[config.mk]
export PLATFORM = sky130hd
export DESIGN_NAME = soft_target_cross_entropy_loss
export DESIGN_NICKNAME = d
export VERILOG_FILES = /design/src/sv/sce_pkg.sv /design/src/sv/sce_ctrl.sv /design/src/sv/sce_dpath.sv /design/src/sv/soft_target_cross_entropy_loss.sv
export SDC_FILE = /design/constraint.sdc
export NUM_CORES = 2
export LEC_CHECK = 0
export BUFFER_PORTS_ARGS = -buffer_cell sky130_fd_sc_hd__buf_4
export CORE_MARGIN = 3
export CORE_UTILIZATION = 65
export CTS_CLUSTER_DIAMETER = 200
export DETAILED_ROUTE_END_ITERATION = 10
export HOLD_SLACK_MARGIN = 0.05
export PLACE_DENSITY = 0.83
export SYNTH_ARGS = -nofsm -noshare
export SYNTH_HDL_FRONTEND = slang
export SYNTH_SLANG_ARGS = --single-unit
[constraint.sdc]
create_clock -name clk_i -period 14.1 [get_ports clk_i]
set_input_delay 2.82 -clock clk_i [delete_from_list [all_inputs] [get_ports clk_i]]
set_output_delay 2.82 -clock clk_i [all_outputs]
set_load 0.1 [all_outputs]
[src/sv/sce_pkg.sv]
// Shared types and constants for the soft-target cross-entropy loss block.
// No dependencies; used by sce_ctrl, sce_dpath and the top level.
package sce_pkg;

  // ln(2) scale in Q.16
  localparam logic [15:0] LN2_Q16 = 16'd45426;
  // mean loss ceiling, Q8.16
  localparam logic [23:0] OUT_MAX = 24'hFF_FFFF;
  // width of -ln(p) in Q.16 for up to 24 probability bits
  localparam int unsigned NL_W = 21;

  // register indexes on the config port
  localparam logic REG_LOG_FLOOR   = 1'b0;
  localparam logic REG_BATCH_COUNT = 1'b1;

  typedef enum logic [2:0] {
    ST_IDLE,
    ST_NORM,
    ST_INTERP,
    ST_MUL,
    ST_ACC,
    ST_DIV,
    ST_OUT
  } state_e;

  typedef struct packed {
    logic load_in;
    logic norm;
    logic interp;
    logic mul;
    logic acc;
    logic div_step;
    logic out_load;
  } cmd_t;

  typedef struct packed {
    logic last;
  } status_t;

  // ln(1 + i/16) in Q.16
  function automatic logic [15:0] ln_tab(input logic [4:0] i);
    logic [15:0] v;
    case (i)
      5'd0:    v = 16'd0;
      5'd1:    v = 16'd3973;
      5'd2:    v = 16'd7719;
      5'd3:    v = 16'd11262;
      5'd4:    v = 16'd14624;
      5'd5:    v = 16'd17821;
      5'd6:    v = 16'd20870;
      5'd7:    v = 16'd23783;
      5'd8:    v = 16'd26573;
      5'd9:    v = 16'd29248;
      5'd10:   v = 16'd31818;
      5'd11:   v = 16'd34292;
      5'd12:   v = 16'd36675;
      5'd13:   v = 16'd38975;
      5'd14:   v = 16'd41197;
      5'd15:   v = 16'd43345;
      5'd16:   v = 16'd45426;
      default: v = 16'd0;
    endcase
    return v;
  endfunction

endpackage

[src/sv/sce_ctrl.sv]
// Sequencer for the loss block: item steps, divide loop, result register.
// Depends on sce_pkg.
module sce_ctrl #(
  parameter int unsigned ACC_WIDTH = 48
) (
  input  logic             clk_i,
  input  logic             rst_ni,
  input  logic             in_valid_i,
  output logic             in_ready_o,
  output logic             out_valid_o,
  input  logic             out_ready_i,
  input  sce_pkg::status_t status_i,
  output sce_pkg::cmd_t    cmd_o
);
  import sce_pkg::*;

  localparam int unsigned CNT_W = $clog2(ACC_WIDTH);
  localparam logic [CNT_W-1:0] CNT_LAST = CNT_W'(ACC_WIDTH - 1);

  state_e state_q, state_d;
  logic [CNT_W-1:0] cnt_q, cnt_d;
  logic out_valid_q, out_valid_d;
  logic slot_free;

  assign slot_free = !out_valid_q || out_ready_i;

  always_comb begin
    state_d = state_q;
    case (state_q)
      ST_IDLE:   if (in_valid_i) state_d = ST_NORM;
      ST_NORM:   state_d = ST_INTERP;
      ST_INTERP: state_d = ST_MUL;
      ST_MUL:    state_d = ST_ACC;
      ST_ACC: begin
        if (status_i.last) state_d = ST_DIV;
        else if (in_valid_i) state_d = ST_NORM;
        else state_d = ST_IDLE;
      end
      ST_DIV:    if (cnt_q == CNT_LAST) state_d = ST_OUT;
      ST_OUT:    if (slot_free) state_d = ST_IDLE;
      default:   state_d = ST_IDLE;
    endcase
  end

  always_comb begin
    in_ready_o     = (state_q == ST_IDLE) || (state_q == ST_ACC && !status_i.last);
    cmd_o.load_in  = in_valid_i && in_ready_o;
    cmd_o.norm     = (state_q == ST_NORM);
    cmd_o.interp   = (state_q == ST_INTERP);
    cmd_o.mul      = (state_q == ST_MUL);
    cmd_o.acc      = (state_q == ST_ACC);
    cmd_o.div_step = (state_q == ST_DIV);
    cmd_o.out_load = (state_q == ST_OUT) && slot_free;
    cnt_d          = (state_q == ST_DIV) ? cnt_q + 1'b1 : '0;
    if (cmd_o.out_load) out_valid_d = 1'b1;
    else if (out_ready_i) out_valid_d = 1'b0;
    else out_valid_d = out_valid_q;
  end

  assign out_valid_o = out_valid_q;

  always_ff @(posedge clk_i or negedge rst_ni) begin
    if (!rst_ni) begin
      state_q     <= ST_IDLE;
      cnt_q       <= '0;
      out_valid_q <= 1'b0;
    end else begin
      state_q     <= state_d;
      cnt_q       <= cnt_d;
      out_valid_q <= out_valid_d;
    end
  end

endmodule

[src/sv/sce_dpath.sv]
// Datapath: clamp, log by table, multiply-accumulate, restoring divider.
// Depends on sce_pkg; steered by sce_ctrl.
module sce_dpath #(
  parameter int unsigned PROB_BITS = 16,
  parameter int unsigned ACC_WIDTH = 48
) (
  input  logic                 clk_i,
  input  logic                 rst_ni,
  input  sce_pkg::cmd_t        cmd_i,
  input  logic [PROB_BITS-1:0] prob_i,
  input  logic [PROB_BITS-1:0] target_i,
  input  logic                 last_i,
  input  logic [15:0]          log_floor_i,
  input  logic [15:0]          batch_count_i,
  output sce_pkg::status_t     status_o,
  output logic [23:0]          mean_o
);
  import sce_pkg::*;

  localparam int unsigned E_W   = $clog2(PROB_BITS);
  localparam int unsigned CMP_W = (PROB_BITS > 16) ? PROB_BITS : 16;
  localparam int unsigned PW    = PROB_BITS + NL_W;
  localparam int unsigned SHL   = (PROB_BITS < 16) ? 16 - PROB_BITS : 0;
  localparam int unsigned SHR   = (PROB_BITS > 16) ? PROB_BITS - 16 : 0;
  localparam int unsigned SW    = PW + SHL;
  localparam int unsigned SUM_W = ((ACC_WIDTH > SW) ? ACC_WIDTH : SW) + 1;
  localparam logic [CMP_W-1:0] ONE_VAL = CMP_W'(1) << (PROB_BITS - 1);

  // input capture
  logic [PROB_BITS-1:0] p_q, t_q;
  logic                 last_q;
  // normalize stage
  logic [E_W-1:0]       e_q;
  logic [14:0]          f_q;
  // interpolate stage
  logic [15:0]          ln_m_q;
  logic [NL_W-1:0]      klog_q;
  // multiply stage
  logic [PW-1:0]        prod_q;
  // accumulator and divider
  logic [ACC_WIDTH-1:0] loss_q, quot_q;
  logic [15:0]          rem_q;
  logic [23:0]          mean_q;

  // clamp and normalize
  logic [CMP_W-1:0] fl, pc;
  logic [E_W-1:0]   e_c;
  logic [31:0]      m32;
  always_comb begin
    fl = (log_floor_i == 16'd0) ? CMP_W'(1) : CMP_W'(log_floor_i);
    pc = CMP_W'(p_q);
    if (pc < fl) pc = fl;
    if (pc > ONE_VAL) pc = ONE_VAL;
    e_c = '0;
    for (int b = 0; b < PROB_BITS; b++) begin
      if (pc[b]) e_c = E_W'(b);
    end
    m32 = 32'(pc) << (5'd31 - 5'(e_c));
  end

  // table lookup and interpolation
  logic [3:0]  idx;
  logic [10:0] r;
  logic [15:0] lo, hi;
  logic [26:0] slope;
  logic [4:0]  k;
  always_comb begin
    idx   = f_q[14:11];
    r     = f_q[10:0];
    lo    = ln_tab({1'b0, idx});
    hi    = ln_tab(5'({1'b0, idx}) + 5'd1);
    slope = 27'(hi - lo) * 27'(r) + 27'd1024;
    k     = 5'(PROB_BITS - 1) - 5'(e_q);
  end

  // accumulate with saturation
  logic [SW-1:0]    term;
  logic [SUM_W-1:0] sum;
  logic [ACC_WIDTH-1:0] sum_sat;
  always_comb begin
    term    = (SW'(prod_q) << SHL) >> SHR;
    sum     = SUM_W'(loss_q) + SUM_W'(term);
    sum_sat = (sum > SUM_W'({ACC_WIDTH{1'b1}})) ? {ACC_WIDTH{1'b1}} : sum[ACC_WIDTH-1:0];
  end

  // one restoring divide step
  logic [15:0] bc;
  logic [16:0] rem_sh, rem_sub;
  logic        q_bit;
  logic [ACC_WIDTH-1:0] shifted;
  always_comb begin
    bc      = (batch_count_i == 16'd0) ? 16'd1 : batch_count_i;
    rem_sh  = {rem_q, quot_q[ACC_WIDTH-1]};
    rem_sub = rem_sh - {1'b0, bc};
    q_bit   = (rem_sh >= {1'b0, bc});
    shifted = quot_q >> 15;
  end

  always_ff @(posedge clk_i or negedge rst_ni) begin
    if (!rst_ni) begin
      loss_q <= '0;
    end else if (cmd_i.acc) begin
      loss_q <= last_q ? '0 : sum_sat;
    end
  end

  always_ff @(posedge clk_i) begin
    if (cmd_i.load_in) begin
      p_q    <= prob_i;
      t_q    <= target_i;
      last_q <= last_i;
    end
    if (cmd_i.norm) begin
      e_q <= e_c;
      f_q <= m32[30:16];
    end
    if (cmd_i.interp) begin
      ln_m_q <= lo + 16'(slope >> 11);
      klog_q <= NL_W'(k) * NL_W'(LN2_Q16);
    end
    if (cmd_i.mul) begin
      prod_q <= PW'(t_q) * PW'(klog_q - NL_W'(ln_m_q));
    end
    if (cmd_i.acc && last_q) begin
      quot_q <= sum_sat;
      rem_q  <= '0;
    end
    if (cmd_i.div_step) begin
      rem_q  <= q_bit ? rem_sub[15:0] : rem_sh[15:0];
      quot_q <= {quot_q[ACC_WIDTH-2:0], q_bit};
    end
    if (cmd_i.out_load) begin
      mean_q <= (shifted > ACC_WIDTH'(OUT_MAX)) ? OUT_MAX : shifted[23:0];
    end
  end

  assign status_o.last = last_q;
  assign mean_o        = mean_q;

endmodule

[src/sv/soft_target_cross_entropy_loss.sv]
// Soft-target cross-entropy loss, forward pass. Top level: config registers,
// stream ports, sce_ctrl sequencer and sce_dpath datapath. Depends on sce_pkg.
//
// Each input transfer carries a probability and a target weight, both Q1.15
// (32768 = 1.0). The probability is clamped to [log_floor, 1.0], -ln(p) is
// taken from a 17-entry ln(1+x) table with linear interpolation, and
// target * -ln(p) is summed into a saturating Q.31 accumulator. An item
// passes in turn through the shared normalize / interpolate / multiply /
// accumulate states, and the next item is taken in the accumulate cycle, so
// a new item enters only as the last one finishes. On the tlast item the sum
// is divided by batch_count with a restoring divider (one quotient bit per
// cycle), the quotient is shifted to Q8.16, saturated to 24 bits and placed
// in the output register; the accumulator is cleared.
// The output register holds a result until taken while new items flow in.
// Registers: 0x0 log_floor (0 acts as 1), 0x4 batch_count (0 acts as 1);
// write only while the block is idle.
module soft_target_cross_entropy_loss #(
  parameter int unsigned PROB_BITS = 16,
  parameter int unsigned ACC_WIDTH = 48
) (
  input  logic        clk_i,
  input  logic        rst_ni,
  // slave stream
  input  logic        s_axis_tvalid,
  output logic        s_axis_tready,
  // [PROB_BITS-1:0] prob_value, [2*PROB_BITS-1:PROB_BITS] target_value, zero pad
  input  logic [((2*PROB_BITS+7)/8)*8-1:0] s_axis_tdata,
  input  logic        s_axis_tlast,   // batch_end
  // master stream
  output logic        m_axis_tvalid,
  input  logic        m_axis_tready,
  output logic [23:0] m_axis_tdata,   // [23:0] mean_loss
  // APB config
  input  logic        psel,
  input  logic        penable,
  input  logic        pwrite,
  input  logic [2:0]  paddr,
  input  logic [31:0] pwdata,
  output logic [31:0] prdata,
  output logic        pready
);
  import sce_pkg::*;

  logic [15:0] log_floor_q, batch_count_q;
  logic        wr_en;
  cmd_t        cmd;
  status_t     status;

  assign pready = 1'b1;
  assign wr_en  = psel && penable && pwrite && pready;

  always_ff @(posedge clk_i or negedge rst_ni) begin
    if (!rst_ni) begin
      log_floor_q   <= 16'd1;
      batch_count_q <= 16'd1;
    end else if (wr_en) begin
      if (paddr[2] == REG_LOG_FLOOR) log_floor_q <= pwdata[15:0];
      else batch_count_q <= pwdata[15:0];
    end
  end

  assign prdata = (paddr[2] == REG_BATCH_COUNT) ? {16'd0, batch_count_q}
                                                : {16'd0, log_floor_q};

  sce_ctrl #(
    .ACC_WIDTH(ACC_WIDTH)
  ) u_ctrl (
    .clk_i      (clk_i),
    .rst_ni     (rst_ni),
    .in_valid_i (s_axis_tvalid),
    .in_ready_o (s_axis_tready),
    .out_valid_o(m_axis_tvalid),
    .out_ready_i(m_axis_tready),
    .status_i   (status),
    .cmd_o      (cmd)
  );

  sce_dpath #(
    .PROB_BITS(PROB_BITS),
    .ACC_WIDTH(ACC_WIDTH)
  ) u_dpath (
    .clk_i        (clk_i),
    .rst_ni       (rst_ni),
    .cmd_i        (cmd),
    .prob_i       (s_axis_tdata[PROB_BITS-1:0]),
    .target_i     (s_axis_tdata[2*PROB_BITS-1:PROB_BITS]),
    .last_i       (s_axis_tlast),
    .log_floor_i  (log_floor_q),
    .batch_count_i(batch_count_q),
    .status_o     (status),
    .mean_o       (m_axis_tdata)
  );

endmodule

==> impl_metrics.py <==
metrics = {
    "grt": {
        "antenna_found_initial": 0,
        "grt_max_degree": 74,
        "grt_use_total": 0.303,
        "grt_pass1_wl_mm": 155,
        "grt-ovfl-total": 0,
        "grt_pass1_vias": 30800,
    },
    "cts": {
        "cts_tree": "built",
        "ctsResizeCount": 0,
        "cts_inserted_buffers": 37,
        "path_clk_slew_ps": 60,
        "hold_buffers": 0,
        "cts_max_level": 2,
        "clock_latency_ps": 580,
        "clock-sinks": 318,
        "postCtsSetupBuffers": 0,
        "clockRootBuffer": "clkbuf_16",
        "clockBufferDepth": 3,
    },
    "worst_hold_path": {
        "hold_start": "u_ctrl.cnt_q[0]",
        "holdCritPathClass": "reg -> reg",
    },
    "setup_path": {
        "start_kind": "flop",
        "critPathArrivalTime_ps": 12560,
        "criticalPathCategory": "reg -> reg",
        "r2r-start": "u_dpath.f_q[12]",
        "cpMostUsedCell": "o21ai_0",
        "slowest_delay_ps": 920,
        "startpoint": "u_dpath.f_q[12]",
        "path_max_fanout": 24,
        "crit_required_ps": 14370,
        "crit_path_top_delay_cell": "a21oi_1",
        "critPathCaptureType": "flop",
    },
    "timing": {
        "relSlewSlack": 0.204,
        "layout_min_cycle_time_ps": 12290,
        "setup_tns_ps": 0,
        "grt_setup_unrepaired": "no",
        "finalClockSkew_ps": 51.7,
        "finalMaxSlewViolations": 0,
        "worst_slew_pin_slew_ps": 1190,
        "setup_viol": 0,
        "fin_crit_sh": 0.872,
        "hold_viol": 0,
        "max_freq_mhz": 81.3,
    },
    "synth": {
        "synth_warnings": 0,
        "syn_inst": 4151,
        "synth_seq_cells": 318,
        "yosysUniqueCellTypes": 93,
        "async_reset_ff_frac": 0.283,
        "syn_avg_cell_area_um2": 9.34,
        "synth_edf_count": 212,
        "netlist_area_mm2": 0.0388,
        "synth_seq_area_share": 0.231,
        "ys.flop_type": "edfxtp_1",
    },
    "floorplan": {
        "core_mm2": 0.0584,
        "die-height_um": 250,
        "die_area_mm2": 0.0626,
        "rows": 88,
        "ioPinCount": 134,
        "die_width_um": 250,
        "initial_core_util": 0.665,
    },
    "placed_design": {
        "dpl.hpwl_mm": 69.2,
        "portBuffers": 98,
        "place.gp.congestion": 0.957,
    },
    "flow_run": {
        "cap_violations": 0,
    },
    "final_layout": {
        "diodes": 0,
        "syn_to_final_growth_pct": 6.89,
        "nNetsFinal": 5025,
        "drive_gt1_frac": 0.0767,
        "fillCellCount": 4288,
    },
    "detailed_routing": {
        "num_vias": 29500,
        "ant_nets": 0,
        "wirelength_mm": 93.4,
        "wl_per_cell_um": 18.9,
        "first_pass_iters": 5,
        "drc": 0,
        "drt_iter0_markers": 2350,
        "via_per_inst": 5.97,
    },
    "run_status": {
        "status": "completed",
    },
}
==> final timing paths <==
check / endpoint / cells after the start / slack (ps)
worst min register to register: u_ctrl.cnt_q[0] / 1 / 490
min in group asynchronous: log_floor_q[8] / 1 / 2170
max in group asynchronous: u_dpath.loss_q[14] / 2 / 10730
worst max register to register: u_dpath.ln_m_q[15] / 46 / 1810
worst min-delay path: u_ctrl.cnt_q[0] / 1 / 490
worst max-delay path: u_dpath.ln_m_q[15] / 46 / 1810
==> state kept, by name, indices dropped and copies added, names as in the netlist, 19 cells and up <==
name	cells
u_dpath.prod_q	37
u_dpath.loss_q	48
u_dpath.quot_q	48
u_dpath.klog_q	19
u_dpath.mean_o	24
==> cell usage after synthesis (all sizes together) (35+ instances only) <==
cell type | number | area share
nor2b | 35 | 0.0056
buf | 35 | 0.0060
a21o | 38 | 0.0074
mux2 | 43 | 0.012
a21oi | 173 | 0.022
a22o | 36 | 0.0081
dfrtp | 88 | 0.057
inv | 670 | 0.065
ha | 281 | 0.091
xor2 | 49 | 0.011
edfxtp | 212 | 0.16
nand2 | 517 | 0.050
nand3 | 50 | 0.0065
mux2i | 41 | 0.011
and2 | 216 | 0.035
clkbuf | 157 | 0.015
or2 | 38 | 0.0061
nor2 | 222 | 0.022
a31oi | 63 | 0.011
o21ai | 132 | 0.017
fa | 513 | 0.26
xnor2 | 125 | 0.028
nor3 | 72 | 0.0093
==> per-stage QoR <==
| stage | util | hold slack (ps) | cells | cell area [um2] | worst slack (ps) |
|---|---|---|---|---|---|
| 2_1_floorplan | - | 447 | 4167 | 38800 | 3720 |
| 3_3_place_gp | 0.688 | 471 | 4882 | 40100 | 2190 |
| 3_5_place_dp | 0.688 | 479 | 4882 | 40100 | 1990 |
| 4_1_cts | 0.710 | 488 | 4950 | 41500 | 1970 |
| 5_1_grt | 0.710 | 509 | 4950 | 41500 | 789 |
| 6_report | 0.710 | 486 | 4950 | 41500 | 1810 |
==> routing by layer <==
layer | vias to the layer above | global-route usage | share of wire
li1 | 13500 | - | -
met1 | 14500 | 0.394 | 0.39
met2 | 1227 | 0.515 | 0.49
met3 | 277 | 0.0394 | 0.072
met4 | 0 | 0.127 | 0.045
met5 | - | 0 | 0
==> cell usage in the layout (no fill, tap or decap), drive strengths merged, types with 20 or more instances in the layout <==
cell type  instances
a21o              38
xor2              49
dfrtp             88
nor2b             35
o21bai            22
nand3             50
o211ai            20
nand2            517
mux2              43
a21oi            173
fa               513
buf              142
a22o              36
nand4             24
nor4              20
mux2i             41
nor3              72
xnor2            125
a211oi            20
inv              670
or2               38
a31oi             63
edfxtp           212
and2             216
ha               281
o21ai            132
nand2b            27
nor2             222
o21a              20
clkbuf            46
==> kinds of logic after synthesis <==
kind of cell / Yosys count / synth area share
mux: 84 / 0.0231
flops: 318 / 0.231
simple gates: 1269 / 0.155
fa+ha+maj: 794 / 0.355
compound gates: 646 / 0.110
buf+inv: 863 / 0.0861
other cells: 2 / 0.000194
xor+xnor: 175 / 0.0399
==> layout make-up <==
| type | instances | area, um2 | share of cell area |
|---|---|---|---|
| Multi-Input combinational cell | 2986 | 26600 | 0.643 |
| Sequential cell | 318 | 8940 | 0.216 |
| Inverter | 671 | 2520 | 0.0608 |
| Timing Repair Buffer | 142 | 1070 | 0.0257 |
| Clock buffer | 46 | 1020 | 0.0246 |
| Tap cell | 765 | 957 | 0.0231 |
| Clock inverter | 22 | 317 | 0.00764 |
==> worst max-delay path: cells and delay by family, from the launching register on <==
| kind | cells | cell delay (ps) |
|---|---|---|
| AOI/OAI and AO/OA | 19 | 4660 |
| and+or+nand+nor | 10 | 1240 |
| adders and majority gates | 10 | 4530 |
| xor gates and xnor gates | 3 | 780 |
| buffers and inverters | 4 | 240 |
| DFF | 1 | 550 |
Power is not shown: default switching activity piles up to over one toggle a cycle in this logic, so the estimate is an artifact.
